<file path="src/hw/rtl/zsl_pkg.sv">
// zsl_pkg: shared constants, payload types and ram write struct for the zipf sampler
// depends on nothing; imported by zsl_lcg, zsl_builder and the core
`default_nettype none

package zsl_pkg;

   localparam int MAX_ITEMS   = 4096;
   localparam int ADDR_W      = $clog2(MAX_ITEMS);
   localparam int CNT_W       = $clog2(MAX_ITEMS + 1);
   localparam int CFG_W       = 13;
   localparam int RANK_W      = 13;
   localparam int RAW_W       = 31;
   localparam int H_W         = 32;
   localparam int H_FRAC_BITS = 26;
   localparam int DVD_W       = H_FRAC_BITS + 1;
   localparam int STEP_W      = $clog2(DVD_W + 1);
   localparam int LCG_A_W     = 15;
   localparam int LCG_PROD_W  = RAW_W + LCG_A_W;
   localparam int PROD_W      = RAW_W + H_W;

   localparam logic [LCG_A_W-1:0] LCG_A     = LCG_A_W'(16807);
   localparam logic [RAW_W-1:0]   LCG_M     = RAW_W'(2147483647);
   localparam logic [CFG_W-1:0]   ITEM_RST  = CFG_W'(1024);
   localparam logic [RAW_W-1:0]   STATE_RST = RAW_W'(1);

   localparam logic MODE_SEED = 1'b0;
   localparam logic MODE_DRAW = 1'b1;

   typedef struct packed {
      logic             mode;
      logic [RAW_W-1:0] seed_value;
   } req_type;

   typedef struct packed {
      logic [RANK_W-1:0] rank;
      logic [RAW_W-1:0]  uniform_raw;
   } rsp_type;

   typedef struct packed {
      logic              en;
      logic [ADDR_W-1:0] addr;
      logic [H_W-1:0]    data;
   } ram_wr_type;

endpackage

`default_nettype wire

</file>
<file path="src/hw/rtl/zsl_lcg.sv">
// zsl_lcg: minimal-standard lehmer generator, state register plus a registered-product step
// depends on zsl_pkg; product registered, then folded modulo 2^31-1
`default_nettype none

module zsl_lcg
   import zsl_pkg::*;
(
   input  wire logic             clock,
   input  wire logic             reset,
   input  wire logic             seed_load,
   input  wire logic [RAW_W-1:0] seed_value,
   input  wire logic             step,
   output logic      [RAW_W-1:0] state_out
);

   logic [RAW_W-1:0]      state_ff;
   logic [LCG_PROD_W-1:0] prod_ff;
   logic                  pend_ff;
   logic [RAW_W:0]        fold;
   logic [RAW_W-1:0]      reduced;

   // mersenne fold: hi + lo, one conditional subtract; a value of m stays m (fixed point)
   always_comb begin
      fold = (RAW_W + 1)'(prod_ff[LCG_PROD_W-1:RAW_W]) + (RAW_W + 1)'(prod_ff[RAW_W-1:0]);
      if (fold > (RAW_W + 1)'(LCG_M)) begin
         reduced = RAW_W'(fold - (RAW_W + 1)'(LCG_M));
      end else begin
         reduced = RAW_W'(fold);
      end
   end

   always_ff @(posedge clock) begin
      if (reset) begin
         state_ff <= STATE_RST;
         pend_ff  <= 1'b0;
      end else begin
         pend_ff <= step;
         if (step) begin
            prod_ff <= LCG_PROD_W'(state_ff) * LCG_PROD_W'(LCG_A);
         end
         if (pend_ff) begin
            state_ff <= reduced;
         end else if (seed_load && (seed_value != '0)) begin
            state_ff <= seed_value;
         end
      end
   end

   assign state_out = state_ff;

   a_no_zero_state: assert property (@(posedge clock) disable iff (reset)
      state_ff != '0) else $error("generator state reached zero");

   a_step_updates: assert property (@(posedge clock) disable iff (reset)
      pend_ff |=> state_ff == $past(reduced)) else $error("step result not stored");

   a_no_overlap: assert property (@(posedge clock) disable iff (reset)
      step |-> !pend_ff) else $error("generator step overlaps previous step");

endmodule

`default_nettype wire

</file>
<file path="config.mk">
export PLATFORM = sky130hd
export DESIGN_NAME = zsl_lcg
export DESIGN_NICKNAME = d
export VERILOG_FILES = /design/src/hw/rtl/zsl_pkg.sv /design/src/hw/rtl/zsl_lcg.sv
export SDC_FILE = /design/constraint.sdc
export NUM_CORES = 1
export LEC_CHECK = 0
export BUFFER_PORTS_ARGS = -buffer_cell sky130_fd_sc_hd__buf_2
export CAP_MARGIN = 20
export CORE_ASPECT_RATIO = 0.5
export CORE_MARGIN = 1
export CORE_UTILIZATION = 55
export CTS_CLUSTER_DIAMETER = 80
export CTS_CLUSTER_SIZE = 20
export DETAILED_ROUTE_END_ITERATION = 6
export PLACE_DENSITY_LB_ADDON = 0.05
export SETUP_SLACK_MARGIN = 0.5
export SLEW_MARGIN = 20
export SYNTH_ARGS = -nofsm -noshare
export SYNTH_HDL_FRONTEND = slang
export SYNTH_SLANG_ARGS = --single-unit
</file>
<file path="constraint.sdc">
create_clock -name clock -period 6.6 [get_ports clock]
set_input_delay 1.32 -clock clock [delete_from_list [all_inputs] [get_ports clock]]
set_output_delay 1.32 -clock clock [all_outputs]
set_load 0.005 [all_outputs]
</file>
==> results.sh, run 1 <==
export IMPL_track_usage=0.299
export IMPL_crit_family="adder cells"
export IMPL_path_class="flop to flop"
export IMPL_rsz0062_at_grt="true"
export IMPL_cp_slowest_cell="fa_1"
export IMPL_vias=9530
export IMPL_slew_viol_final=0
export IMPL_die_w_um=212
export IMPL_ys_ff_latch=78
export IMPL_syn_nets=1674
export IMPL_final_nets=1763
export IMPL_layout_common_cells="inv_1 (300), ha_1 (194), fa_1 (134), nor2_1 (84), buf_2 (65)"
export IMPL_drcViolationCount=0
export IMPL_vias_per_cell=5.62
export IMPL_syn_to_final_growth_pct=11.5
export IMPL_end_kind="flop"
export IMPL_cts_buffer_depth=2
export IMPL_synth_edf_count=46
export IMPL_gp_congestion=0.951
export IMPL_max_freq_ghz=0.169
export IMPL_reg2reg_depth=21
export IMPL_grt_pass1_vias=9292
export IMPL_grt_pass1_wl_mm=51.1
export IMPL_drtIter0Drc=819
export IMPL_final_common_cell="inv_1"
export IMPL_synth_distinct_cells=77
export IMPL_mappedNetlistArea_sq_um=12200
export IMPL_period_minus_slack_ns=5.91
export IMPL_r2r_slack_ns=0.69
export IMPL_finalHoldViolCount=0
export IMPL_synthCells=1302
export IMPL_overflow=0
export IMPL_insertion_delay_ns=0.35
export IMPL_core_area_sq_um=21700
export IMPL_yosysSeqAreaShare=0.166
export IMPL_cp_max_fo=8
export IMPL_die_height_um=107
export IMPL_finalCritPeriodShare=0.895
export IMPL_ys_warn_count=0
export IMPL_synthFlopType="edfxtp_1"
export IMPL_ant_nets=0
export IMPL_worst_ep_arrival_time_ns=5.98
export IMPL_drive_above_1_share=0.131
export IMPL_crit_path_start_kind="flop"
export IMPL_fillers=1910
export IMPL_root_buffer="clkbuf_16"
export IMPL_path_cells="clkinvlp_4, fa_1, inv_1, ha_1, inv_1, fa_1, inv_1, fa_1, fa_1, inv_1, fa_1, inv_1, ha_2, a21oi_1, o21ai_0, or3_4, a2111oi_4, a21oi_4, a221oi_4, o41a_1, o2111ai_1"
export IMPL_seq_area_sq_um=2040
export IMPL_slew_limit_headroom=0.534
export IMPL_syn_avg_cell_area_sq_um=9.34
export IMPL_clock_skew_ns=0.00823
export IMPL_ctsHoldBuffers=0
export IMPL_antenna_found_initial=0
export IMPL_holdCritPathClass="flop to flop"
export IMPL_cts_sinks=78
export IMPL_setup_violations=0
export IMPL_crit_cells=21
export IMPL_ys_async_sr_fraction=0
export IMPL_ioPinCount=66
export IMPL_drv_cap=0
export IMPL_critPathMaxStageDelay_ns=0.56
export IMPL_die_area_sq_um=22700
export IMPL_cts_buffers=9
export IMPL_worstMarginPinSlew_ns=0.699
export IMPL_start_util=0.561
export IMPL_wl_per_cell_um=19.0
export IMPL_multi_input_area_sq_um=9040
export IMPL_clk_pin_slew_ns=0.07
export IMPL_rows=38
export IMPL_htreeDepth=3
export IMPL_status="finished, final reports clean"
export IMPL_critPathBufInv=6
export IMPL_tns_ns=0
export IMPL_firstDrtPassIters=6
export IMPL_cts_tree="built"
export IMPL_hpwl_mm=26.5
export IMPL_required_ns=6.67
export IMPL_grt_max_degree=63
export IMPL_routed_wl_mm=32.2
export IMPL_whs_path_depth=2
export IMPL_io_buffers=65
[registers in the layout, indices dropped and copies added, names as in the netlist]
signal and flops:
state_out 31, prod_ff 46, pend_ff 1
[synth_stat cells (8+ instances only)]
master / instances / area share
nand4_1: 14 / 0.0072
inv_1: 307 / 0.095
fa_1: 134 / 0.22
nor2b_1: 11 / 0.0057
dfxtp_1: 32 / 0.053
a21oi_1: 55 / 0.023
o21ai_0: 26 / 0.011
a31oi_1: 9 / 0.0046
a21o_1: 17 / 0.010
a211oi_1: 30 / 0.019
o21a_1: 8 / 0.0049
and3_1: 13 / 0.0067
or3_1: 8 / 0.0041
mux2_2: 13 / 0.012
ha_1: 203 / 0.21
xnor2_1: 37 / 0.027
nand2_1: 54 / 0.017
o211ai_1: 8 / 0.0049
mux2i_1: 8 / 0.0066
nand3_1: 15 / 0.0062
nor2_1: 84 / 0.026
xor2_1: 34 / 0.024
clkbuf_1: 17 / 0.0052
edfxtp_1: 46 / 0.11
[routing by layer]
layer / vias up / GRT usage / share of wire
met4: 0 / 0.0406 / 0.0080
met2: 265 / 0.456 / 0.43
met1: 4713 / 0.455 / 0.50
met5: - / 0 / 0
li1: 4524 / - / -
met3: 28 / 0.0486 / 0.057
[area by class of cell]
| class | count | area share |
|---|---|---|
| Timing Repair Buffer | 103 | 0.0453 |
| Clock inverter | 5 | 0.00793 |
| Sequential cell | 78 | 0.150 |
| Clock buffer | 11 | 0.0172 |
| Inverter | 307 | 0.0852 |
| Antenna cell | 1 | 0.000185 |
| Tap cell | 300 | 0.0277 |
| Multi-Input combinational cell | 892 | 0.666 |
[cell families after synthesis]
family / synth area share
buffers and inverters: 0.105
adder cells (fa/ha/maj): 0.429
multiplexers: 0.0186
AO/OA/AOI/OAI: 0.125
XOR/XNOR: 0.0511
AND/OR/NAND/NOR: 0.104
flip-flops: 0.166
[tightest hold or removal path: stages, from the launching register on]
cell      delay, ns
edfxtp_1       0.36
xor2_1         0.15
a211oi_1       0.08
[per-stage QoR]
stage	hold WS (ns)	std cells	util	cell area [sq um]	worst slack, ns
6_report	0.635	1697	0.626	13600	0.692
5_1_grt	0.662	1696	0.625	13600	0.439
4_1_cts	0.633	1689	0.616	13400	0.517
3_5_place_dp	0.607	1671	0.599	13000	0.359
3_3_place_gp	0.613	1671	0.599	13000	0.422
2_1_floorplan	0.536	1302	-	12200	0.617
[worst paths after layout]
check,from,endpoint
worst min-delay path,prod_ff[30],state_out[30]
worst max register to register,state_out[26],prod_ff[44]
worst max-delay path,state_out[26],prod_ff[44]
worst min register to register,prod_ff[30],state_out[30]
[timing repair]
item,4_1_cts,5_1_grt
pin swaps,2,10
setup endpoints to repair,5,18
setup buffers,2,7
resized for setup,7,39
Power of run 1 is not shown: default switching activity piles up to over one toggle a cycle in this logic, so the estimate is an artifact.
==> run 2, diff against run 1 <==
--- a/config.mk
+++ b/config.mk
@@ -16,4 +16,5 @@
 export PLACE_DENSITY_LB_ADDON = 0.05
 export SETUP_SLACK_MARGIN = 0.5
+export SKIP_CTS_REPAIR_TIMING = 1
 export SLEW_MARGIN = 20
 export SYNTH_ARGS = -nofsm -noshare
==> constraint.sdc (replaced) <==
create_clock -name clock -period 6.6 [get_ports clock]
set_input_delay 0.66 -clock clock [delete_from_list [all_inputs] [get_ports clock]]
set_output_delay 0.66 -clock clock [all_outputs]
set_load 0.005 [all_outputs]
==> run 2 against run 1 <==
Via count is 0.22% lower. First-iteration DRC count down 3.2%. Die area unchanged. Worst hold slack got worse by 0.085 ns. Utilization decreased by 0.098 points. Sequential share of layout area about the same.
==> results.sh, run 2 (same netlist as run 1, synthesis figures left out) <==
export IMPL_antenna_found_initial=0
export IMPL_end_kind="flop"
export IMPL_largest_register="prod_ff"
export IMPL_wl_per_cell_um=18.9
export IMPL_finalHoldViolCount=0
export IMPL_path_cells="inv_1, fa_1, inv_1, ha_1, inv_1, fa_1, inv_1, ha_1, fa_1, inv_1, fa_1, inv_1, ha_1, a211o_1, a211oi_1, a21oi_2, a41oi_2, buf_4, o21ai_1, o41ai_1, xnor2_1"
export IMPL_start_util=0.561
export IMPL_worstMarginPinSlew_ns=0.699
export IMPL_critPathMaxStageDelay_ns=0.55
export IMPL_clk_pin_slew_ns=0.07
export IMPL_die_area_sq_um=22700
export IMPL_crit_family="adder cells"
export IMPL_gp_congestion=0.951
export IMPL_status="finished, final reports clean"
export IMPL_cp_max_fo=6
export IMPL_io_buffers=65
export IMPL_drv_cap=0
export IMPL_overflow=0
export IMPL_worst_ep_arrival_time_ns=6.00
export IMPL_ioPinCount=66
export IMPL_htreeDepth=3
export IMPL_die_w_um=212
export IMPL_rows=38
export IMPL_grt_pass1_wl_mm=50.9
export IMPL_rsz0062_at_grt="true"
export IMPL_final_common_cell="inv_1"
export IMPL_final_nets=1763
export IMPL_cp_slowest_cell="fa_1"
export IMPL_required_ns=6.69
export IMPL_fillers=1911
export IMPL_vias=9509
export IMPL_critPathMostFrequentCell="inv_1"
export IMPL_cts_buffer_depth=2
export IMPL_vias_per_cell=5.60
export IMPL_clock_skew_ns=0.00740
export IMPL_layout_common_cells="inv_1 (299), ha_1 (194), fa_1 (134), nor2_1 (84), buf_2 (65)"
export IMPL_placedCellCount=1671
export IMPL_max_freq_ghz=0.169
export IMPL_firstDrtPassIters=5
export IMPL_path_class="flop to flop"
export IMPL_cts_buffers=9
export IMPL_root_buffer="clkbuf_16"
export IMPL_insertion_delay_ns=0.35
export IMPL_tns_ns=0
export IMPL_drcViolationCount=0
export IMPL_grt_pass1_vias=9265
export IMPL_ant_nets=0
export IMPL_cts_tree="built"
export IMPL_cts_sinks=78
export IMPL_drive_above_1_share=0.131
export IMPL_syn_to_final_growth_pct=11.4
export IMPL_holdCritPathClass="primary input to flop"
export IMPL_setup_violations=0
export IMPL_grt_max_degree=63
export IMPL_slew_viol_final=0
export IMPL_largest_register_ffs=46
export IMPL_layout_cells_non_filler=1697
export IMPL_finalCritPeriodShare=0.896
export IMPL_core_area_sq_um=21700
export IMPL_crit_cells=21
export IMPL_hpwl_mm=26.5
export IMPL_slew_limit_headroom=0.534
export IMPL_critPathBufInv=7
export IMPL_whs_path_depth=2
export IMPL_die_height_um=107
export IMPL_period_minus_slack_ns=5.92
export IMPL_track_usage=0.299
export IMPL_reg2reg_depth=21
export IMPL_crit_path_start_kind="flop"
export IMPL_drtIter0Drc=793
export IMPL_routed_wl_mm=32.1
[run 2: worst paths after layout]
kind	from	end	slack, ns
max	state_out[10]	prod_ff[37]	0.68
min	step	pend_ff	0.55
max reg2reg	state_out[10]	prod_ff[37]	0.68
min reg2reg	prod_ff[30]	state_out[30]	0.63
[run 2: cell type report]
class,instances,area [sq um],area share
Timing Repair Buffer,103,614,0.0454
Clock inverter,5,108,0.00795
Multi-Input combinational cell,892,9010,0.666
Antenna cell,1,2.50,0.000185
Clock buffer,11,233,0.0172
Tap cell,300,375,0.0277
Inverter,307,1160,0.0854
Sequential cell,78,2040,0.151
[run 2: through the flow]
stage / utilization / hold WS (ns) / cell area (sq um) / setup slack [ns]
after detailed placement: 0.599 / 0.607 / 13000 / 0.359
after CTS: 0.614 / 0.540 / 13300 / 0.309
after global routing: 0.624 / 0.559 / 13500 / 0.439
final: 0.625 / 0.551 / 13500 / 0.684
after floorplan: - / 0.536 / 12200 / 0.617
after global placement: 0.599 / 0.613 / 13000 / 0.422
[run 2: per-layer routing]
layer | part of all wire | vias up | GRT usage | routed length, um
met5 | 0 | - | 0 | 0
met3 | 0.062 | 20 | 0.0486 | 1990
li1 | - | 4525 | - | -
met2 | 0.43 | 261 | 0.452 | 13800
met1 | 0.50 | 4703 | 0.456 | 16000
met4 | 0.0076 | 0 | 0.0406 | 244
[run 2: worst register-to-register path: stages, from the launching register on]
cell      delay [ns]
dfxtp_1         0.35
inv_1           0.12
fa_1            0.55
inv_1           0.04
ha_1            0.26
inv_1           0.05
fa_1            0.50
inv_1           0.04
ha_1            0.30
fa_1            0.54
inv_1           0.06
fa_1            0.53
inv_1           0.04
ha_1            0.38
a211o_1         0.33
a211oi_1        0.40
a21oi_2         0.17
a41oi_2         0.22
buf_4           0.17
o21ai_1         0.14
o41ai_1         0.35
xnor2_1         0.10
Power of run 2 is left out for the same reason.
