**config.mk**
```make
export PLATFORM = sky130hd
export DESIGN_NAME = zsl_builder
export DESIGN_NICKNAME = d
export VERILOG_FILES = /design/src/hw/rtl/zsl_pkg.sv /design/src/hw/rtl/zsl_builder.sv
export SDC_FILE = /design/constraint.sdc
export NUM_CORES = 1
export LEC_CHECK = 0
export BUFFER_PORTS_ARGS = -buffer_cell sky130_fd_sc_hd__buf_2
export CAP_MARGIN = 10
export CORE_UTILIZATION = 40
export CTS_CLUSTER_SIZE = 20
export DETAILED_ROUTE_END_ITERATION = 16
export SETUP_SLACK_MARGIN = 0.3
export SYNTH_ARGS = -nofsm -noshare
export SYNTH_HDL_FRONTEND = slang
export SYNTH_SLANG_ARGS = --single-unit
```
**constraint.sdc**
```tcl
create_clock -name clock -period 9.1 [get_ports clock]
set_input_delay 0.455 -clock clock [delete_from_list [all_inputs] [get_ports clock]]
set_output_delay 0.455 -clock clock [all_outputs]
set_load 0.005 [all_outputs]
```
**src/hw/rtl/zsl_pkg.sv**
```systemverilog
// zsl_pkg: shared constants, payload types and ram write struct for the zipf sampler
// depends on nothing; imported by zsl_lcg, zsl_builder and the core
`default_nettype none

package zsl_pkg;

   localparam int MAX_ITEMS   = 4096;
   localparam int ADDR_W      = $clog2(MAX_ITEMS);
   localparam int CNT_W       = $clog2(MAX_ITEMS + 1);
   localparam int CFG_W       = 13;
   localparam int RANK_W      = 13;
   localparam int RAW_W       = 31;
   localparam int H_W         = 32;
   localparam int H_FRAC_BITS = 26;
   localparam int DVD_W       = H_FRAC_BITS + 1;
   localparam int STEP_W      = $clog2(DVD_W + 1);
   localparam int LCG_A_W     = 15;
   localparam int LCG_PROD_W  = RAW_W + LCG_A_W;
   localparam int PROD_W      = RAW_W + H_W;

   localparam logic [LCG_A_W-1:0] LCG_A     = LCG_A_W'(16807);
   localparam logic [RAW_W-1:0]   LCG_M     = RAW_W'(2147483647);
   localparam logic [CFG_W-1:0]   ITEM_RST  = CFG_W'(1024);
   localparam logic [RAW_W-1:0]   STATE_RST = RAW_W'(1);

   localparam logic MODE_SEED = 1'b0;
   localparam logic MODE_DRAW = 1'b1;

   typedef struct packed {
      logic             mode;
      logic [RAW_W-1:0] seed_value;
   } req_type;

   typedef struct packed {
      logic [RANK_W-1:0] rank;
      logic [RAW_W-1:0]  uniform_raw;
   } rsp_type;

   typedef struct packed {
      logic              en;
      logic [ADDR_W-1:0] addr;
      logic [H_W-1:0]    data;
   } ram_wr_type;

endpackage

`default_nettype wire

```
**src/hw/rtl/zsl_builder.sv**
```systemverilog
// zsl_builder: builds the harmonic prefix table, one restoring division per rank
// depends on zsl_pkg; drives the write port of the prefix ram through ram_wr_type
`default_nettype none

module zsl_builder
   import zsl_pkg::*;
(
   input  wire logic             clock,
   input  wire logic             reset,
   input  wire logic             start,
   input  wire logic [CNT_W-1:0] n_eff,
   output ram_wr_type            ram_wr,
   output logic                  done
);

   typedef enum logic [1:0] {
      B_IDLE,
      B_DIV,
      B_WRITE
   } bstate_type;

   bstate_type        state_ff;
   logic [CNT_W-1:0]  idx_ff;
   logic [H_W-1:0]    acc_ff;
   logic [DVD_W-1:0]  dvd_ff;
   logic [DVD_W-1:0]  quo_ff;
   logic [CNT_W-1:0]  rem_ff;
   logic [STEP_W-1:0] step_ff;
   logic              done_ff;
   ram_wr_type        wr_ff;

   logic [CNT_W:0]    rem_sh;
   logic              q_bit;
   logic [CNT_W:0]    rem_in;
   logic [H_W-1:0]    acc_in;
   logic [CNT_W-1:0]  idx_next;

   // round(2^26 / i): dividend is 2^26 + floor(i/2)
   function automatic logic [DVD_W-1:0] dividend_of(input logic [CNT_W-1:0] i);
      dividend_of = DVD_W'(1 << H_FRAC_BITS) + DVD_W'(i >> 1);
   endfunction

   always_comb begin
      rem_sh   = {rem_ff, dvd_ff[DVD_W-1]};
      q_bit    = rem_sh >= {1'b0, idx_ff};
      rem_in   = q_bit ? (rem_sh - {1'b0, idx_ff}) : rem_sh;
      acc_in   = acc_ff + H_W'(quo_ff);
      idx_next = idx_ff + CNT_W'(1);
   end

   always_ff @(posedge clock) begin
      if (reset) begin
         state_ff  <= B_IDLE;
         done_ff   <= 1'b0;
         wr_ff.en  <= 1'b0;
      end else begin
         done_ff  <= (state_ff == B_WRITE) && (idx_ff == n_eff);
         wr_ff.en <= state_ff == B_WRITE;
         unique case (state_ff)
            B_IDLE: begin
               if (start) begin
                  idx_ff   <= CNT_W'(1);
                  acc_ff   <= '0;
                  dvd_ff   <= dividend_of(CNT_W'(1));
                  quo_ff   <= '0;
                  rem_ff   <= '0;
                  step_ff  <= STEP_W'(DVD_W);
                  state_ff <= B_DIV;
               end
            end
            B_DIV: begin
               rem_ff  <= CNT_W'(rem_in);
               dvd_ff  <= {dvd_ff[DVD_W-2:0], 1'b0};
               quo_ff  <= {quo_ff[DVD_W-2:0], q_bit};
               step_ff <= step_ff - STEP_W'(1);
               if (step_ff == STEP_W'(1)) begin
                  state_ff <= B_WRITE;
               end
            end
            B_WRITE: begin
               acc_ff     <= acc_in;
               wr_ff.addr <= ADDR_W'(idx_ff - CNT_W'(1));
               wr_ff.data <= acc_in;
               if (idx_ff == n_eff) begin
                  state_ff <= B_IDLE;
               end else begin
                  idx_ff   <= idx_next;
                  dvd_ff   <= dividend_of(idx_next);
                  quo_ff   <= '0;
                  rem_ff   <= '0;
                  step_ff  <= STEP_W'(DVD_W);
                  state_ff <= B_DIV;
               end
            end
            default: state_ff <= B_IDLE;
         endcase
      end
   end

   assign ram_wr = wr_ff;
   assign done   = done_ff;

   a_rem_below_divisor: assert property (@(posedge clock) disable iff (reset)
      state_ff == B_DIV |-> rem_ff < idx_ff) else $error("division remainder out of range");

   a_idx_in_range: assert property (@(posedge clock) disable iff (reset)
      state_ff != B_IDLE |-> (idx_ff != '0) && (idx_ff <= n_eff))
      else $error("build index out of range");

   a_done_with_write: assert property (@(posedge clock) disable iff (reset)
      done_ff |-> wr_ff.en) else $error("build finished without final write");

endmodule

`default_nettype wire

```
==> results of run 1 <==
==> how the worst max path moves through the flow <==
stage | cells past startpoint | endpoint | slack, ns
2_1_floorplan | 6 | dvd_ff[0] | 0.65
5_1_grt | 9 | rem_ff[12] | 5.97
3_5_place_dp | 9 | rem_ff[12] | 6.17
3_3_place_gp | 9 | rem_ff[9] | 6.22
6_report | 9 | rem_ff[12] | 6.11
4_1_cts | 9 | rem_ff[12] | 6.15
==> synthesized netlist by cell type, drive strengths merged (5+ instances only) <==
cell	n	area share [%]
mux2i	12	1.3
ha	49	6.7
o21ai	31	1.7
nor2b	10	0.68
o21bai	7	0.61
nand4	16	1.1
nor3	17	1.1
and3	26	1.8
a31oi	6	0.41
nand2	50	2.0
a21oi	59	3.3
nand3	19	1.1
nor2	44	1.8
o21a	9	0.74
o211ai	5	0.41
nor4	8	0.55
xor2	19	1.8
nand2b	7	0.48
edfxtp	161	53
xnor2	50	4.8
o31ai	6	0.75
a211oi	6	0.55
o22ai	5	0.34
inv	27	1.1
clkbuf	28	1.1
a21o	17	1.4
or3	5	0.34
and2	50	3.4
==> power groups by stage <==
stage,clock (uW),combinational [uW],sequential [uW]
after floorplan,0,845,1130
after global placement,0,1120,1140
after detailed placement,0,1120,1140
after CTS,812,1130,1130
after global routing,841,1250,1150
final,800,1120,1130
==> state kept, by name, summed over array words and instances (netlist names) <==
name,cells
acc_ff,32
done,1
dvd_ff,27
idx_ff,13
quo_ff,27
ram_wr,45
rem_ff,13
state_ff,2
step_ff,5
==> per-stage QoR <==
stage	setup slack, ns	utilization, %	cell area, um2
after floorplan	0.649	-	9160
after global placement	6.22	43.3	9770
after detailed placement	6.17	43.3	9770
after CTS	6.15	46.1	10400
after global routing	5.97	46.1	10400
final	6.11	46.1	10400
==> cell usage in the layout (no fill, tap or decap), types with 17 or more instances in the layout <==
cell type and n:
a21o_1 17, o21ai_0 25, clkbuf_16 17, and2_1 50
xor2_1 19, edfxtp_1 161, and3_1 26, xnor2_1 50
nand2_1 50, inv_1 27, a21oi_1 58, nor2_1 42
nand3_1 18, buf_2 61, ha_1 48
==> kinds of logic after synthesis <==
logic type,Yosys count,synth area share (%)
flops,165,53.6
mux,13,1.43
simple gates,262,15.2
xor+xnor,69,6.59
fa+ha+maj,51,7.13
compound gates,180,13.3
buf+inv,62,2.66
==> metal layers <==
layer	share of wire, %	vias up	GRT usage (%)	wire (um)
li1	-	3093	-	-
met2	46	187	29.0	9480
met4	1.3	0	5.19	261
met5	0	-	0	0
met3	6.0	19	3.52	1220
met1	46	3065	25.0	9470
==> cell type report <==
cell class	instances	area (um2)
clock buffers	17	425
clock inverters	15	219
fillers	2110	12200
inverters	30	113
multi-input cells	575	4020
flip-flops and latches	165	4910
well taps	285	357
repair buffers	68	358
==> metrics.yaml, run 1 <==
timing:
  relSlewSlack_pct: 29.3
  setup_violations: 0
  fin_crit_sh_pct: 32.9
  fmax_mhz: 334
  slew_viol_final: 0
  fin_skew_ns: 0.0154
  hold_viol_final: 0
  layout_min_cycle_time_ns: 2.99
  tns_ns: 0
  hold_ws_ns: 0.328
  worst-slew-pin-transition_ns: 1.06
  rsz0062_at_grt: "no"
setup_path:
  path_max_fanout: 10
  end_kind: "flop"
  cp.required_ns: 9.26
  regToRegEndpoint: "rem_ff[12]"
  reg2reg_slack_ns: 6.11
  worstPathCellList: "ha_1 -> inv_1 -> fa_1 -> a21o_1 -> a311oi_2 -> o21ai_2 -> or3_1 -> nand3_2 -> o22ai_1"
  crit_family: "compound AO/OA/AOI/OAI gates"
  critPathKind: "flop to flop"
  crit_path_top_delay_cell: "or3_1"
  critPathArrivalTime_ns: 3.15
  reg2regPathDepth: 9
  cpPeakStageDelay_ns: 0.57
  startpoint: "idx_ff[0]"
  regToRegStartpoint: "idx_ff[0]"
  startpoint_type: "flop"
  critical_path_buf_inv_count: 1
grt:
  grt_max_degree: 64
  antenna_found_initial: 0
  overflow: 0
  grt_usage_pct: 18.1
  grt_pass1_wl_um: 33100
  first_global_vias: 6216
clock_tree:
  cts.hold.buffers_added: 0
  htreeDepth: 4
  cts.sinks: 165
  clockBufferDepth: 2
  clk_latency_ns: 0.43
  cts_resized: 0
  cts_tree: "done"
  postCtsSetupBuffers: 0
  clkSlewWorstSetupHoldPaths_ns: 0.07
  cts-root-buf: "clkbuf_16"
  numCtsBuffers: 17
power_and_ir_drop:
  switching_share_pct: 36.5
  switching_power_uw: 1120
  internal_power_uw: 1940
  p_leak_uw: 0.00394
  power_frac_clock_pct: 26.2
  power_uw: 3050
  p_seq_share_pct: 37.0
  power_frac_comb_pct: 36.8
  ir_drop_v: 0.000125
  p_per_area_mw_per_mm2: 293
hold_path:
  min_from: "reset"
  min_to: "ram_wr[44]"
  min_path_type: "input pin to flop"
  hold_depth: 2
die:
  rows: 55
  io_pins: 62
  core_area_mm2: 0.0226
  initial_core_util_pct: 40.6
  fp.dieW_um: 153
  die-area_mm2: 0.0235
  die_h_um: 153
synth:
  syn_area_mm2: 0.00916
  ys_types: 68
  synth_area_per_cell_um2: 11.4
  synth-edff-count: 161
  syn-instance-count: 802
  ys_warn_count: 0
  ys_seq_area_share_pct: 53.6
  synth_nets: 869
  synth_seq_cells: 165
  ys_async_sr_fraction_pct: 0
  ys.flop_type: "edfxtp_1"
cells_and_area:
  fin_cells: 1155
  area_growth_pct: 13.6
  antenna_cells: 0
  nNetsFinal: 924
  drive_gt1_share_pct: 14.6
routing:
  via_per_inst: 5.51
  vias: 6364
  drc_errors: 0
  totalWireLength_um: 20400
  drtIter0Drc: 382
  wl_per_cell_um: 17.7
  ant_nets: 0
  firstDrtPassIters: 5
placement:
  port_buffers: 61
  gp_congestion: 0.859
  place_hpwl_um: 14400
  dpl.cell_count: 1123
flow_run:
  drv_cap: 0
run_status:
  outcome: "completed"
(Power assumes the default switching activity.)
==> run 2, diff against run 1 <==
==> constraint.sdc (replaced) <==
create_clock -name clock -period 2.9 [get_ports clock]
set_input_delay 0.145 -clock clock [delete_from_list [all_inputs] [get_ports clock]]
set_output_delay 0.145 -clock clock [all_outputs]
set_load 0.005 [all_outputs]
==> run 2 against run 1 <==
Effect of this change:
- wire length grew 3.1%
- hold slack lost 0.28 ns
- power grew to 3.2 times the previous value
- non-clock buffer count grew 33
- clock-buffer cell count is the same
- final area grew 4.3%
- sequential power grew to 3.1 times the previous value
- combinational power grew to 3.6 times the previous value
- flip-flop and latch count is the same
- sequential share of layout area shrank 1.9 points
- cell count grew 2.8%
- critical endpoint is now rem_ff[2]
- largest cell class unchanged
- highest routed layer unchanged
==> metrics.yaml, run 2 (synthesis results as in run 1) <==
cells_and_area:
  seq_area_mm2: 0.00491
  fillers: 2077
  multi_input_area_mm2: 0.00424
  largest_register_ffs: 45
  area_growth_pct: 18.5
  antenna_cells: 0
  layout_commonest_cell: "edfxtp_1"
  drive_gt1_share_pct: 20.5
  mostFrequentLayoutCells: "edfxtp_1, buf_2, a21oi_1, nand2_1, and2_1"
  final_core_util_pct: 48.1
  nNetsFinal: 957
clock_tree:
  clk_latency_ns: 0.43
  clockBufferDepth: 2
  htreeDepth: 4
  clkSlewWorstSetupHoldPaths_ns: 0.06
  cts_tree: "done"
  cts.hold.buffers_added: 0
  numCtsBuffers: 17
  cts.sinks: 165
  cts-root-buf: "clkbuf_16"
power_and_ir_drop:
  p_leak_uw: 0.00413
  p_per_area_mw_per_mm2: 909
  power_frac_clock_pct: 23.8
  internal_power_uw: 6260
  switching_power_uw: 3610
  p_seq_share_pct: 35.6
  switching_share_pct: 36.6
  ir_drop_v: 0.000420
  power_frac_comb_pct: 40.6
timing:
  layout_min_cycle_time_ns: 2.63
  setup_violations: 0
  worst-slew-pin-transition_ns: 0.705
  relSlewSlack_pct: 52.9
  fmax_mhz: 380
  hold_viol_final: 0
  fin_skew_ns: 0.00898
  rsz0062_at_grt: "yes"
  slew_viol_final: 0
  hold_ws_ns: 0.0433
  fin_crit_sh_pct: 90.7
die:
  fp.dieW_um: 153
  initial_core_util_pct: 40.6
  die_h_um: 153
  core_area_mm2: 0.0226
  rows: 55
  die-area_mm2: 0.0235
  io_pins: 62
setup_path:
  crit_family: "compound AO/OA/AOI/OAI gates"
  critPathArrivalTime_ns: 2.80
  critPathKind: "flop to flop"
  end_kind: "flop"
  regToRegStartpoint: "dvd_ff[26]"
  crit_path_top_delay_cell: "or3_4"
  worstPathCellList: "inv_1 -> ha_2 -> inv_2 -> fa_2 -> a21o_1 -> a311oi_2 -> o21ai_2 -> or3_4 -> a21oi_2 -> a211oi_2"
  cp.required_ns: 3.07
  reg2reg_slack_ns: 0.27
  path_max_fanout: 10
  startpoint_type: "flop"
  reg2regPathDepth: 10
  critical_path_buf_inv_count: 2
  cpPeakStageDelay_ns: 0.44
  regToRegEndpoint: "rem_ff[2]"
grt:
  grt.busiest_layer: "met2"
  grt_usage_pct: 18.4
  met3_usage_pct: 2.92
  met2_usage_pct: 30.2
  antenna_found_initial: 0
  grt_pass1_wl_um: 33700
  overflow: 0
  grt_max_degree: 49
  grt_use_met1_pct: 24.8
  first_global_vias: 6418
hold_path:
  min_to: "state_ff[1]"
  min_from: "reset"
  hold_depth: 2
  min_path_type: "input pin to flop"
placement:
  place_hpwl_um: 15000
  port_buffers: 61
  gp_congestion: 0.878
routing:
  firstDrtPassIters: 5
  drtIter0Drc: 412
  totalWireLength_um: 21100
  ant_nets: 0
  vias: 6479
  via_per_inst: 5.46
  drc_errors: 0
  wl_per_cell_um: 17.7
flow_run:
  drv_cap: 0
run_status:
  outcome: "completed"
[run 2: worst max path at each step]
stage               start  depth (start not counted)  slack, ns    endpoint
6_report       dvd_ff[26]                         10       0.27   rem_ff[2]
3_5_place_dp    quo_ff[0]                          8       0.08  acc_ff[30]
4_1_cts        dvd_ff[26]                         10       0.27  rem_ff[12]
5_1_grt        dvd_ff[26]                         13       0.13   rem_ff[6]
2_1_floorplan   idx_ff[7]                          6      -0.82   dvd_ff[0]
3_3_place_gp    quo_ff[0]                          8       0.13  ram_wr[26]
[run 2: area by class of cell]
cell class / count / share of cell area (%)
Multi-Input combinational cell: 575 / 39.0
Inverter: 30 / 1.04
Sequential cell: 165 / 45.3
Tap cell: 285 / 3.28
Clock buffer: 17 / 3.92
Timing Repair Buffer: 101 / 5.83
Clock inverter: 14 / 1.63
[run 2: stage by stage]
stage | setup TNS [ns] | cells | setup WS [ns] | total power [uW] | instance area, um2
2_1_floorplan | -58.84 | 802 | -0.817 | 6170 | 9200
3_3_place_gp | 0 | 1144 | 0.127 | 7170 | 9960
3_5_place_dp | 0 | 1144 | 0.0836 | 7200 | 9960
4_1_cts | 0 | 1178 | 0.274 | 9650 | 10600
5_1_grt | 0 | 1187 | 0.132 | 10400 | 10900
6_report | 0 | 1187 | 0.270 | 9870 | 10900
[run 2: worst register-to-register path, delay by kind of cell, from the launching register on]
kind                     cells  cell delay, ns
AO/OA/AOI/OAI                5            0.90
adder cells (fa/ha/maj)      2            0.53
buffers and inverters        2            0.11
flip-flops                   1            0.39
AND/OR/NAND/NOR              1            0.44
[run 2: per-layer routing]
layer | vias up | part of all wire (%)
met2 | 148 | 48
li1 | 3162 | -
met5 | - | 0
met1 | 3144 | 46
met4 | 0 | 1.9
met3 | 25 | 4.3
[run 2: power by group through the flow]
stage	combinational [uW]	clock [uW]	sequential, uW
6_report	4000	2350	3510
3_5_place_dp	3650	0	3550
2_1_floorplan	2670	0	3500
3_3_place_gp	3620	0	3550
4_1_cts	3750	2400	3510
5_1_grt	4410	2480	3560
[run 2: repair_timing]
action / CTS / global route
endpoints found under the setup margin: 28 / 50
cloned: 0 / 0
pin swaps: 8 / 20
setup buffers: 3 / 9
resized for setup: 10 / 39
